$ cat src/rtl/core/sqd_pkg.sv
// ----------------------------------------------------------------------------
// sqd_pkg
// Shared types and constants of the shortest-queue dispatcher: action and
// status codes, the command passed from front to back, and the result beat.
// ----------------------------------------------------------------------------
package sqd_pkg;

  localparam int NUM_QUEUES  = 3;
  localparam int QIDX_W      = 2;
  localparam int TAG_W       = 32;
  localparam int MERIT_W     = 16;
  localparam int ENTRY_W     = TAG_W + MERIT_W;
  localparam int FILL_W      = 5;
  localparam int IN_TDATA_W  = 56;
  localparam int OUT_TDATA_W = 72;

  typedef enum logic [1:0] {
    ACT_ADD   = 2'd0,
    ACT_DRAIN = 2'd1,
    ACT_PEEK  = 2'd2,
    ACT_NONE  = 2'd3
  } action_t;

  typedef enum logic [2:0] {
    ST_ADDED    = 3'd0,
    ST_REJECTED = 3'd1,
    ST_DRAINED  = 3'd2,
    ST_PEEK_HIT = 3'd3,
    ST_EMPTY    = 3'd4
  } status_t;

  typedef enum logic [1:0] {
    B_IDLE,
    B_PEEK_WAIT,
    B_DRAIN_RD,
    B_DRAIN_WAIT
  } back_state_t;

  typedef struct packed {
    action_t             act;
    logic [TAG_W-1:0]    tag;
    logic [MERIT_W-1:0]  merit;
    logic [QIDX_W-1:0]   sel;
  } cmd_t;

  typedef struct packed {
    status_t             status;
    logic [QIDX_W-1:0]   qidx;
    logic [TAG_W-1:0]    tag;
    logic [MERIT_W-1:0]  merit;
    logic [FILL_W-1:0]   fill0;
    logic [FILL_W-1:0]   fill1;
    logic [FILL_W-1:0]   fill2;
    logic                last;
  } result_t;

endpackage

$ cat src/rtl/core/sqd_ram.sv
// ----------------------------------------------------------------------------
// sqd_ram
// Generic single-write, single-read RAM with registered read data.
// ----------------------------------------------------------------------------
module sqd_ram #(
  parameter int WIDTH = 48,
  parameter int DEPTH = 48
) (
  input  logic                     clk,
  input  logic                     we,
  input  logic [$clog2(DEPTH)-1:0] waddr,
  input  logic [WIDTH-1:0]         wdata,
  input  logic                     re,
  input  logic [$clog2(DEPTH)-1:0] raddr,
  output logic [WIDTH-1:0]         rdata
);

  logic [WIDTH-1:0] mem_r [DEPTH];
  logic [WIDTH-1:0] rdata_r;

  always_ff @(posedge clk) begin
    if (we) begin
      mem_r[waddr] <= wdata;
    end
    if (re) begin
      rdata_r <= mem_r[raddr];
    end
  end

  assign rdata = rdata_r;

endmodule

$ cat src/rtl/core/sqd_front.sv
// ----------------------------------------------------------------------------
// sqd_front
// Accepts input beats, drops unknown actions and holds up to two commands
// for the back end.
// ----------------------------------------------------------------------------
module sqd_front import sqd_pkg::*; (
  input  logic clk,
  input  logic rst_n,
  input  logic in_valid,
  output logic in_ready,
  input  cmd_t in_cmd,
  output logic cmd_valid,
  output cmd_t cmd,
  input  logic cmd_pop
);

  cmd_t       slot_r [2];
  logic       wr_ptr_r, wr_ptr_nxt;
  logic       rd_ptr_r, rd_ptr_nxt;
  logic [1:0] cnt_r, cnt_nxt;
  logic       push;

  assign in_ready  = (cnt_r != 2'd2);
  assign push      = in_valid && in_ready && (in_cmd.act != ACT_NONE);
  assign cmd_valid = (cnt_r != 2'd0);
  assign cmd       = slot_r[rd_ptr_r];

  always_comb begin
    wr_ptr_nxt = push ? ~wr_ptr_r : wr_ptr_r;
    rd_ptr_nxt = cmd_pop ? ~rd_ptr_r : rd_ptr_r;
    cnt_nxt    = cnt_r + {1'b0, push} - {1'b0, cmd_pop};
  end

  always_ff @(posedge clk) begin
    if (!rst_n) begin
      wr_ptr_r <= 1'b0;
      rd_ptr_r <= 1'b0;
      cnt_r    <= 2'd0;
    end else begin
      wr_ptr_r <= wr_ptr_nxt;
      rd_ptr_r <= rd_ptr_nxt;
      cnt_r    <= cnt_nxt;
    end
  end

  always_ff @(posedge clk) begin
    if (push) begin
      slot_r[wr_ptr_r] <= in_cmd;
    end
  end

`ifndef ASSERT_OFF
  a_pop_nonempty: assert property (@(posedge clk) disable iff (!rst_n)
    cmd_pop |-> cmd_valid) else $error("command popped from empty queue");
`endif

endmodule

$ cat src/rtl/core/sqd_back.sv
// ----------------------------------------------------------------------------
// sqd_back
// Executes commands against three circular queues kept in one entry RAM,
// and drives the registered result beat.
// ----------------------------------------------------------------------------
module sqd_back import sqd_pkg::*; #(
  parameter int QUEUE_DEPTH = 16
) (
  input  logic    clk,
  input  logic    rst_n,
  input  logic    cmd_valid,
  input  cmd_t    cmd,
  output logic    cmd_pop,
  output logic    out_valid,
  input  logic    out_ready,
  output result_t result
);

  localparam int PTR_W  = (QUEUE_DEPTH > 1) ? $clog2(QUEUE_DEPTH) : 1;
  localparam int CNT_W  = $clog2(QUEUE_DEPTH + 1);
  localparam int SUM_W  = PTR_W + 1;
  localparam int RAM_D  = NUM_QUEUES * QUEUE_DEPTH;
  localparam int ADDR_W = $clog2(RAM_D);

  back_state_t        state_r, state_nxt;
  logic [CNT_W-1:0]   fill_r [NUM_QUEUES];
  logic [CNT_W-1:0]   fill_nxt [NUM_QUEUES];
  logic [PTR_W-1:0]   head_r [NUM_QUEUES];
  logic [PTR_W-1:0]   head_nxt [NUM_QUEUES];
  logic [QIDX_W-1:0]  cur_q_r, cur_q_nxt;
  logic [QIDX_W-1:0]  peek_sel_r, peek_sel_nxt;
  logic               peek_hit_r, peek_hit_nxt;
  logic               out_valid_r, out_valid_nxt;
  result_t            res_r, res_nxt;

  logic               ram_we, ram_re;
  logic [ADDR_W-1:0]  ram_waddr, ram_raddr;
  logic [ENTRY_W-1:0] ram_wdata, ram_rdata;

  logic               out_free, all_empty, add_full, load;
  logic [QIDX_W-1:0]  add_q, first_q, q_step1, q_step2, next_q;
  logic [SUM_W-1:0]   add_sum;
  logic [PTR_W-1:0]   add_slot;

  function automatic logic [ADDR_W-1:0] entry_addr(logic [QIDX_W-1:0] q,
                                                   logic [PTR_W-1:0] slot);
    return ADDR_W'(q) * ADDR_W'(QUEUE_DEPTH) + ADDR_W'(slot);
  endfunction

  function automatic logic [PTR_W-1:0] ptr_inc(logic [PTR_W-1:0] p);
    return (p == PTR_W'(QUEUE_DEPTH - 1)) ? '0 : p + 1'b1;
  endfunction

  sqd_ram #(
    .WIDTH (ENTRY_W),
    .DEPTH (RAM_D)
  ) u_entry_ram (
    .clk   (clk),
    .we    (ram_we),
    .waddr (ram_waddr),
    .wdata (ram_wdata),
    .re    (ram_re),
    .raddr (ram_raddr),
    .rdata (ram_rdata)
  );

  assign out_free  = !out_valid_r || out_ready;
  assign all_empty = (fill_r[0] == '0) && (fill_r[1] == '0) && (fill_r[2] == '0);

  // Shortest queue, ties to the lower index.
  always_comb begin
    add_q = 2'd0;
    if (fill_r[1] < fill_r[0]) begin
      add_q = 2'd1;
    end
    if (fill_r[2] < fill_r[add_q]) begin
      add_q = 2'd2;
    end
    add_full = (fill_r[add_q] == CNT_W'(QUEUE_DEPTH));
    add_sum  = {1'b0, head_r[add_q]} + SUM_W'(fill_r[add_q]);
    add_slot = (add_sum >= SUM_W'(QUEUE_DEPTH)) ?
               PTR_W'(add_sum - SUM_W'(QUEUE_DEPTH)) : PTR_W'(add_sum);
  end

  // Round-robin walk: next nonempty queue after the current one.
  always_comb begin
    first_q = (fill_r[0] != '0) ? 2'd0 : ((fill_r[1] != '0) ? 2'd1 : 2'd2);
    q_step1 = (cur_q_r == 2'd2) ? 2'd0 : cur_q_r + 2'd1;
    q_step2 = (q_step1 == 2'd2) ? 2'd0 : q_step1 + 2'd1;
    next_q  = (fill_r[q_step1] != '0) ? q_step1 :
              ((fill_r[q_step2] != '0) ? q_step2 : cur_q_r);
  end

  always_comb begin
    state_nxt    = state_r;
    fill_nxt     = fill_r;
    head_nxt     = head_r;
    cur_q_nxt    = cur_q_r;
    peek_sel_nxt = peek_sel_r;
    peek_hit_nxt = peek_hit_r;
    res_nxt      = res_r;
    cmd_pop      = 1'b0;
    load         = 1'b0;
    ram_we       = 1'b0;
    ram_re       = 1'b0;
    ram_waddr    = entry_addr(add_q, add_slot);
    ram_wdata    = {cmd.tag, cmd.merit};
    ram_raddr    = entry_addr(cur_q_r, head_r[cur_q_r]);

    case (state_r)
      B_IDLE: begin
        if (cmd_valid) begin
          case (cmd.act)
            ACT_ADD: begin
              if (out_free) begin
                cmd_pop = 1'b1;
                load    = 1'b1;
                res_nxt = '0;
                if (add_full) begin
                  res_nxt.status = ST_REJECTED;
                end else begin
                  ram_we          = 1'b1;
                  fill_nxt[add_q] = fill_r[add_q] + 1'b1;
                  res_nxt.status  = ST_ADDED;
                  res_nxt.qidx    = add_q;
                end
                res_nxt.last = 1'b1;
              end
            end
            ACT_DRAIN: begin
              if (all_empty) begin
                if (out_free) begin
                  cmd_pop        = 1'b1;
                  load           = 1'b1;
                  res_nxt        = '0;
                  res_nxt.status = ST_EMPTY;
                  res_nxt.last   = 1'b1;
                end
              end else begin
                cmd_pop   = 1'b1;
                cur_q_nxt = first_q;
                state_nxt = B_DRAIN_RD;
              end
            end
            ACT_PEEK: begin
              cmd_pop      = 1'b1;
              peek_sel_nxt = cmd.sel;
              peek_hit_nxt = (cmd.sel != 2'd3) && (fill_r[cmd.sel] != '0);
              ram_re       = 1'b1;
              ram_raddr    = entry_addr(cmd.sel, head_r[cmd.sel]);
              state_nxt    = B_PEEK_WAIT;
            end
            default: begin
              cmd_pop = 1'b1;
            end
          endcase
        end
      end
      B_PEEK_WAIT: begin
        if (out_free) begin
          load         = 1'b1;
          res_nxt      = '0;
          res_nxt.qidx = peek_sel_r;
          res_nxt.last = 1'b1;
          if (peek_hit_r) begin
            res_nxt.status = ST_PEEK_HIT;
            res_nxt.tag    = ram_rdata[ENTRY_W-1:MERIT_W];
            res_nxt.merit  = ram_rdata[MERIT_W-1:0];
          end else begin
            res_nxt.status = ST_EMPTY;
          end
          state_nxt = B_IDLE;
        end
      end
      B_DRAIN_RD: begin
        ram_re            = 1'b1;
        head_nxt[cur_q_r] = ptr_inc(head_r[cur_q_r]);
        fill_nxt[cur_q_r] = fill_r[cur_q_r] - 1'b1;
        state_nxt         = B_DRAIN_WAIT;
      end
      B_DRAIN_WAIT: begin
        if (out_free) begin
          load           = 1'b1;
          res_nxt        = '0;
          res_nxt.status = ST_DRAINED;
          res_nxt.qidx   = cur_q_r;
          res_nxt.tag    = ram_rdata[ENTRY_W-1:MERIT_W];
          res_nxt.merit  = ram_rdata[MERIT_W-1:0];
          res_nxt.last   = all_empty;
          if (all_empty) begin
            state_nxt = B_IDLE;
          end else begin
            cur_q_nxt = next_q;
            state_nxt = B_DRAIN_RD;
          end
        end
      end
      default: begin
        state_nxt = B_IDLE;
      end
    endcase

    // Fill counts as they stand after this beat.
    if (load) begin
      res_nxt.fill0 = FILL_W'(fill_nxt[0]);
      res_nxt.fill1 = FILL_W'(fill_nxt[1]);
      res_nxt.fill2 = FILL_W'(fill_nxt[2]);
    end
    out_valid_nxt = load || (out_valid_r && !out_ready);
  end

  always_ff @(posedge clk) begin
    if (!rst_n) begin
      state_r     <= B_IDLE;
      fill_r      <= '{default: '0};
      head_r      <= '{default: '0};
      out_valid_r <= 1'b0;
    end else begin
      state_r     <= state_nxt;
      fill_r      <= fill_nxt;
      head_r      <= head_nxt;
      out_valid_r <= out_valid_nxt;
    end
  end

  always_ff @(posedge clk) begin
    cur_q_r    <= cur_q_nxt;
    peek_sel_r <= peek_sel_nxt;
    peek_hit_r <= peek_hit_nxt;
    res_r      <= res_nxt;
  end

  assign out_valid = out_valid_r;
  assign result    = res_r;

`ifndef ASSERT_OFF
  a_fill_bound: assert property (@(posedge clk) disable iff (!rst_n)
    (fill_r[0] <= CNT_W'(QUEUE_DEPTH)) && (fill_r[1] <= CNT_W'(QUEUE_DEPTH)) &&
    (fill_r[2] <= CNT_W'(QUEUE_DEPTH))) else $error("fill count above depth");
  a_drain_nonempty: assert property (@(posedge clk) disable iff (!rst_n)
    (state_r == B_DRAIN_RD) |-> (cur_q_r != 2'd3) && (fill_r[cur_q_r] != '0))
    else $error("drain read from empty queue");
  a_last_drained: assert property (@(posedge clk) disable iff (!rst_n)
    (out_valid_r && (res_r.status == ST_DRAINED) && res_r.last) |->
    (res_r.fill0 == '0) && (res_r.fill1 == '0) && (res_r.fill2 == '0))
    else $error("last drained beat with entries left");
  a_write_idle: assert property (@(posedge clk) disable iff (!rst_n)
    ram_we |=> (state_r == B_IDLE)) else $error("entry write outside add");
`endif

endmodule

$ cat src/rtl/core/shortest_queue_dispatch_rr_drain_unit.sv
// ----------------------------------------------------------------------------
// shortest_queue_dispatch_rr_drain_unit
// Join-shortest-queue dispatcher over three bounded FIFOs with peek and a
// round-robin drain of all queues.
// ----------------------------------------------------------------------------
// Adds sustain one beat per cycle while the output is not stalled. A peek
// waits for the registered read of the entry RAM; a drain steps a read and
// a wait state per entry, and the next command waits until a peek or drain ends.
// Reset: synchronous, active low; clears fill counts and head pointers, no
// clearing pass over the entry RAM, ready in the cycle after reset.
module shortest_queue_dispatch_rr_drain_unit import sqd_pkg::*; #(
  parameter int QUEUE_DEPTH = 16
) (
  input  logic                   clk,
  input  logic                   rst_n,
  input  logic                   in_tvalid,
  output logic                   in_tready,
  // student_tag[31:0], merit[47:32], queue_select[49:48], zero pad
  input  logic [IN_TDATA_W-1:0]  in_tdata,
  // action[1:0]
  input  logic [1:0]             in_tuser,
  output logic                   out_tvalid,
  input  logic                   out_tready,
  // queue_index[1:0], out_tag[33:2], out_merit[49:34], fill_zero[54:50],
  // fill_one[59:55], fill_two[64:60], zero pad
  output logic [OUT_TDATA_W-1:0] out_tdata,
  // status[2:0]
  output logic [2:0]             out_tuser,
  output logic                   out_tlast
);

  cmd_t    in_cmd, cmd;
  logic    cmd_valid, cmd_pop;
  result_t result;

  assign in_cmd.act   = action_t'(in_tuser);
  assign in_cmd.tag   = in_tdata[31:0];
  assign in_cmd.merit = in_tdata[47:32];
  assign in_cmd.sel   = in_tdata[49:48];

  sqd_front u_front (
    .clk       (clk),
    .rst_n     (rst_n),
    .in_valid  (in_tvalid),
    .in_ready  (in_tready),
    .in_cmd    (in_cmd),
    .cmd_valid (cmd_valid),
    .cmd       (cmd),
    .cmd_pop   (cmd_pop)
  );

  sqd_back #(
    .QUEUE_DEPTH (QUEUE_DEPTH)
  ) u_back (
    .clk       (clk),
    .rst_n     (rst_n),
    .cmd_valid (cmd_valid),
    .cmd       (cmd),
    .cmd_pop   (cmd_pop),
    .out_valid (out_tvalid),
    .out_ready (out_tready),
    .result    (result)
  );

  assign out_tdata = {7'd0, result.fill2, result.fill1, result.fill0,
                      result.merit, result.tag, result.qidx};
  assign out_tuser = result.status;
  assign out_tlast = result.last;

endmodule

$ cat config.mk
export PLATFORM = sky130hd
export DESIGN_NAME = shortest_queue_dispatch_rr_drain_unit
export DESIGN_NICKNAME = d
export VERILOG_FILES = /design/src/rtl/core/sqd_pkg.sv /design/src/rtl/core/sqd_ram.sv /design/src/rtl/core/sqd_front.sv /design/src/rtl/core/sqd_back.sv /design/src/rtl/core/shortest_queue_dispatch_rr_drain_unit.sv
export SDC_FILE = /design/constraint.sdc
export NUM_CORES = 2
export LEC_CHECK = 0
export ABC_AREA = 1
export BUFFER_PORTS_ARGS = -buffer_cell sky130_fd_sc_hd__buf_2
export CAP_MARGIN = 5
export CORE_MARGIN = 1
export CORE_UTILIZATION = 62
export DETAILED_ROUTE_END_ITERATION = 8
export PLACE_DENSITY = 0.79
export SLEW_MARGIN = 30
export SYNTH_ARGS = -nofsm -noshare
export SYNTH_HDL_FRONTEND = slang
export SYNTH_SLANG_ARGS = --single-unit
$ cat constraint.sdc
create_clock -name clk -period 8.8 [get_ports clk]
set_input_delay 1.32 -clock clk [delete_from_list [all_inputs] [get_ports clk]]
set_output_delay 1.32 -clock clk [all_outputs]
set_load 0.005 [all_outputs]
# == Word level (Yosys, flattened, before mapping) ==
# Memories as Yosys holds them, arrays and structs flattened. A register that Yosys moved wholly into a read port is not among the register bits.
# Cells that the tools add are included.
# Widths: inputs -> output; s select.
# op_classes
addsub,12
n_lt_le_gt_ge,11
n_eq_ne,32
mux,103
bitwise,8
reduce_logical,32
# op_table
cell,count
$mux 69,6
$pmux 69 s3,1
$pmux 69 s2,1
$mux 15,5
$mux 5,14
$bmux 5 s2,6
$mux 48,1
$mux 2,18
$mux 4,9
$bwmux 15,2
$pmux 15 s2,1
$reduce_bool 5->1,5
$bmux 4 s2,3
$mux 1,21
$demux 5 s2,2
$add 6x4->6,3
$ge 3x3->1 const B,6
$mux 6,3
$reduce_and 8->1,2
$logic_not 5->1,3
$not 2->3,5
$ne 2x2->1 const B,7
$bwmux 12,1
$ne 3x2->1 const B,4
other kinds (38),69
# word_totals
reg_bits,108
mem_bits_rw,2408
input_bits,62
out_inout_bits,78
word_cells,222
mem_count,2
# memory_table
name,depth,word_bits,read_ports,rd_ports_with_merged_regs,write_ports,line_no,rtl
u_back.u_entry_ram.mem_r,48,48,1,1,1,sqd_ram.sv:18,logic [WIDTH-1:0] mem_r [DEPTH];
u_front.slot_r,2,52,1,1,1,sqd_front.sv:17,cmd_t slot_r [2];

# == Logic depth before layout (Yosys ltp) ==
# logic_depth
word_depth,20
ltp_mapped,28
ltp_nobuf,27

# == Modules after synthesis ==
# Synthesis repeated with hierarchy kept, for this count alone.
# unflattened
hier_cells,8356
area_unflattened_um2,103774.5
# by_module_without_submodules
mod,instances,cells_per_inst,area_each_um2,seq_area_each_um2
sqd_ram,1,7446,93771.2,70627.7
sqd_back,1,706,5713.0,2822.7
sqd_front,1,196,4234.1,3223.1
shortest_queue_dispatch_rr_drain_unit,1,8,56.3,0.0

# == Least setup slack after synthesis ==
# Ideal clock, no wire load.
# synth_path
path_kind,input-to-reg
start,input port out_tready
end,register u_back.res_r (netlist bit u_back.result[0]) (enable)
setup_time_ps,614
arrival_ps,6961
required_time_ps,8186
slack_ps,1225
path_stages,2
n_path_buf,0
cell_sequence,nor2_1 -> o41ai_1
# synth_via
elab_chain_cells,3
elab_cells_between_ends,6
cone_classes,eq/ne (4); reduce/logical (2)
# synth_rtl
element,line_no,rtl
start: declaration,shortest_queue_dispatch_rr_drain_unit.sv:23,"input logic out_tready,"
$logic_or 1x1->1 (*),sqd_back.sv:67,assign out_free = !out_valid_r || out_ready;
$ne 3x2->1 (no source line) / $ne 2x1->1 (equally long branches),n/a,
$reduce_and 8->1 (no source line) (*),n/a,
end signal: assignment,sqd_back.sv:230,res_r <= res_nxt;
end: declaration,sqd_back.sv:34,"result_t res_r, res_nxt;"
# Every way passes the cells marked *; elsewhere a longest branch is shown, timed or not.
# A chain may end at the register's enable or synchronous reset.

# == Final worst setup path ==
# layout_path
start,register u_back.fill_r[14] (netlist name)
end,memory u_back.u_entry_ram.mem_r[43][13] (enable)
# layout_via
elab_chain_cells,20
elab_cells_between_ends,28
cone_classes,add/sub (3); order compare (3); eq/ne (1); mux (19); bitwise (2)
# layout_rtl
element,line_no,rtl
start: declaration,sqd_back.sv:26,logic [CNT_W-1:0] fill_r [NUM_QUEUES];
start signal: assignment,sqd_back.sv:220,fill_r <= fill_nxt;
"parallel branches: the longest is 20 deep, another holds $lt 5x5->1",n/a,
end: declaration,sqd_ram.sv:18,
# Several ways; the timed one is not identified. The select of a mux whose other input is x is not followed.

==> impl_metrics.py <==
metrics = {
    "outcome": {
        "status": "finished, final reports clean",
    },
    "synthesis": {
        "synth-edff-count": 2530,
        "synth_ff_type": "edfxtp_1",
        "synthCells": 8081,
        "syn_area_um2": 102900,
        "yosysSeqAreaShare_pct": 74.54,
        "synth.distinct_cells": 44,
        "synth_seq_cells": 2565,
        "syn_avg_cell_area_um2": 12.73,
        "async_reset_ff_share_pct": 0,
        "ys_warn_count": 0,
    },
    "die": {
        "die_h_um": 409.3,
        "dieArea_um2": 167500,
        "io_pins": 140,
        "design.core.area_um2": 164800,
        "rows": 149,
        "die_w_um": 409.3,
        "start_util_pct": 62.42,
    },
    "drt": {
        "routedWlPerCell_um": 25.73,
        "wl_mm": 268.8,
        "viasPerCell": 6.447,
        "drc": 0,
        "dr.pass1.iters": 8,
        "antenna_left": 0,
        "dr_total_vias": 67370,
        "drt_iter0_drc": 9834,
    },
    "sta": {
        "hold_violations": 0,
        "setup_viol": 0,
        "fin_crit_ns": 7.153,
        "holdWs_ns": 0.5200,
        "fin_skew_ns": 0.03689,
        "tightest_slew_ns": 1.053,
        "fmax_ghz": 0.1398,
        "slew_headroom_pct": 29.79,
        "slew_viol_final": 0,
        "final.setup.tns_ns": 0,
        "rsz0062_at_grt": "false",
        "min_period_over_period_pct": 81.29,
    },
    "hold_path": {
        "hp-class": "reg2reg",
    },
    "grt": {
        "antenna_found_initial": 4,
        "overflow": 0,
        "grt_pass1_wl_mm": 396.1,
        "grt_max_degree": 268,
        "grt_util_all_layers_pct": 31.69,
        "grt_pass1_vias": 65280,
    },
    "critical_path": {
        "cp-end-kind": "register",
        "critPathBufInv": 6,
        "slowest_delay_ns": 1.06,
        "cp-start-kind": "register",
        "worstSetupPathType": "reg2reg",
        "critical_path_required_ns": 9.33,
        "crit_arrival_ns": 7.69,
        "crit_family": "simple AND/OR/NAND/NOR gates",
        "worstPathMaxFanout": 27,
        "cp_slowest_cell": "nor2_4",
    },
    "cells_and_area": {
        "post-route-util_pct": 68.91,
        "drive_gt1_share_pct": 8.352,
        "antenna_cells": 0,
        "finalNetCount": 8149,
        "syn2layout_area_growth_pct": 10.40,
    },
    "clock_network": {
        "clkLatencyLatePin_ns": 0.89,
        "postCtsSetupBuffers": 0,
        "cts_buffer_depth": 3,
        "cts_tree": "built",
        "cts_buffers": 235,
        "clock-sinks": 2565,
        "post_cts_resized": 0,
        "cts_root_buf": "clkbuf_16",
        "hold_buffers": 0,
        "htreeDepth": 4,
        "path_clk_slew_ns": 0.06,
    },
    "placed_design": {
        "dp_hpwl_mm": 140.1,
        "port-buffer-count": 126,
        "gp_congestion": 0.8592,
    },
    "flow_run": {
        "cap_violations": 0,
    },
}
-- stage by stage --
step	setup WS [ns]	area (um2)	instances
finish	1.647	113600	10450
global route	1.199	113600	10450
CTS	1.817	113300	10440
detailed placement	1.858	105800	10010
global placement	1.851	105800	10010
floorplan	1.225	102900	8087
-- worst reg2reg max path, stage by stage (launching register included) --
cell and delay (ns):
dfxtp_1 0.38, inv_1 0.11, ha_1 0.30, nand2_1 0.11, inv_1 0.05, nand2_1 0.08, nand3_1 0.39, o21ai_0 0.47
inv_1 0.12, ha_1 0.32, a21oi_1 0.15, nor2_1 0.07, a211oi_2 0.44, nand2_2 0.31, inv_2 0.25, nor2_2 0.12
inv_1 0.15, o22ai_1 0.08, a21oi_1 0.14, ha_1 0.30, nand3_1 0.16, nand2_1 0.08, nand2_1 0.10, nand3_1 0.64
nor2_4 1.07, buf_12 0.38
-- cells by family after synthesis --
kind of cell | Yosys count | share of synthesized area (%)
xor+xnor | 7 | 0.05960
fa+ha+maj | 19 | 0.2311
other cells | 1 | 0.003645
buf+inv | 1072 | 4.382
flops | 2565 | 74.54
simple gates | 2299 | 9.221
compound gates | 2118 | 11.57
-- cells in the final DEF, fill, tap and decap left out, drive strengths merged, types with 15 or more instances in the layout --
cell    synthesis  layout
inv           537     540
nand4          15      15
o21ai        1309    1309
bufinv          0      22
nand3         587     587
edfxtp       2530    2530
o211ai        434     434
buf           279     278
clkinv          1     111
o22ai         100     100
a21oi         253     253
nand2         474     474
nor2         1211    1211
dfxtp          35      35
clkbuf        255     289
ha             19      19
-- flip-flops by register name (all words and copies together) (netlist names), 2 cells and up, named ones only --
name,flops
u_back.cur_q_r,2
u_back.fill_r,15
u_back.head_r,12
u_back.peek_sel_r,2
u_back.result,69
u_back.state_r,2
u_back.u_entry_ram.mem_r,2304
u_back.u_entry_ram.rdata,48
u_front.cnt_r,2
u_front.slot_r,104
-- metal layers --
metal  GRT usage [%]  routed length, um  up-vias  part of all wire [%]
met5               0                  9        -                0.0033
li1                -                  -    29410                     -
met3           5.710              30830      760                    11
met4           16.71              14500        2                   5.4
met1           42.48              97170    32570                    36
met2           49.95             126300     4626                    47
-- layout make-up --
class                           count  area, um2
Sequential cell                  2565      76670
Fill cell                       10660      51240
Multi-Input combinational cell   4450      22250
Clock buffer                      289       6105
Tap cell                         2189       2739
Timing Repair Buffer              278       2419
Inverter                          538       2042
Clock inverter                    141       1334
-- path summary, 6_finish.rpt --
check                    startpoint                               end  slack (ns)  cells past startpoint
hold / removal     u_front.rd_ptr_r                          register        0.52                      2
setup / recovery  u_back.fill_r[14]  u_back.u_entry_ram.mem_r[43][13]        1.65                     25
setup reg to reg  u_back.fill_r[14]  u_back.u_entry_ram.mem_r[43][13]        1.65                     25
hold reg to reg    u_front.rd_ptr_r                          register        0.52                      2
-- Yosys cell counts, types with 2 or more instances --
master    number  share of area [%]
o221ai_1       5              0.043
o21ai_0      931                4.5
nand3_1      586                2.9
nand2_1      467                1.7
edfxtp_1    2530                 74
xnor2_1        5              0.043
buf_4         19               0.14
nand2_2        7              0.043
a22oi_1        7              0.051
nand4_1       15              0.091
o21ai_1      377                1.8
buf_1         30               0.11
or2_2          2              0.012
inv_1        528                1.9
o32ai_1        2              0.017
inv_2          9              0.033
a21oi_1      253                1.2
o21a_1         2              0.015
dfxtp_1       35               0.68
xor2_1         2              0.017
buf_2        210                1.0
nor2_2         3              0.018
o211ai_1     434                3.2
nor3_1         6              0.029
nor2_4         2              0.022
ha_1          19               0.23
and2_1         2              0.012
nor2_1      1205                4.4
o22ai_1      100               0.61
clkbuf_1     255               0.93
buf_6         20               0.22
Power is not shown: default switching activity piles up to over one toggle a cycle in this logic, so the estimate is an artifact.
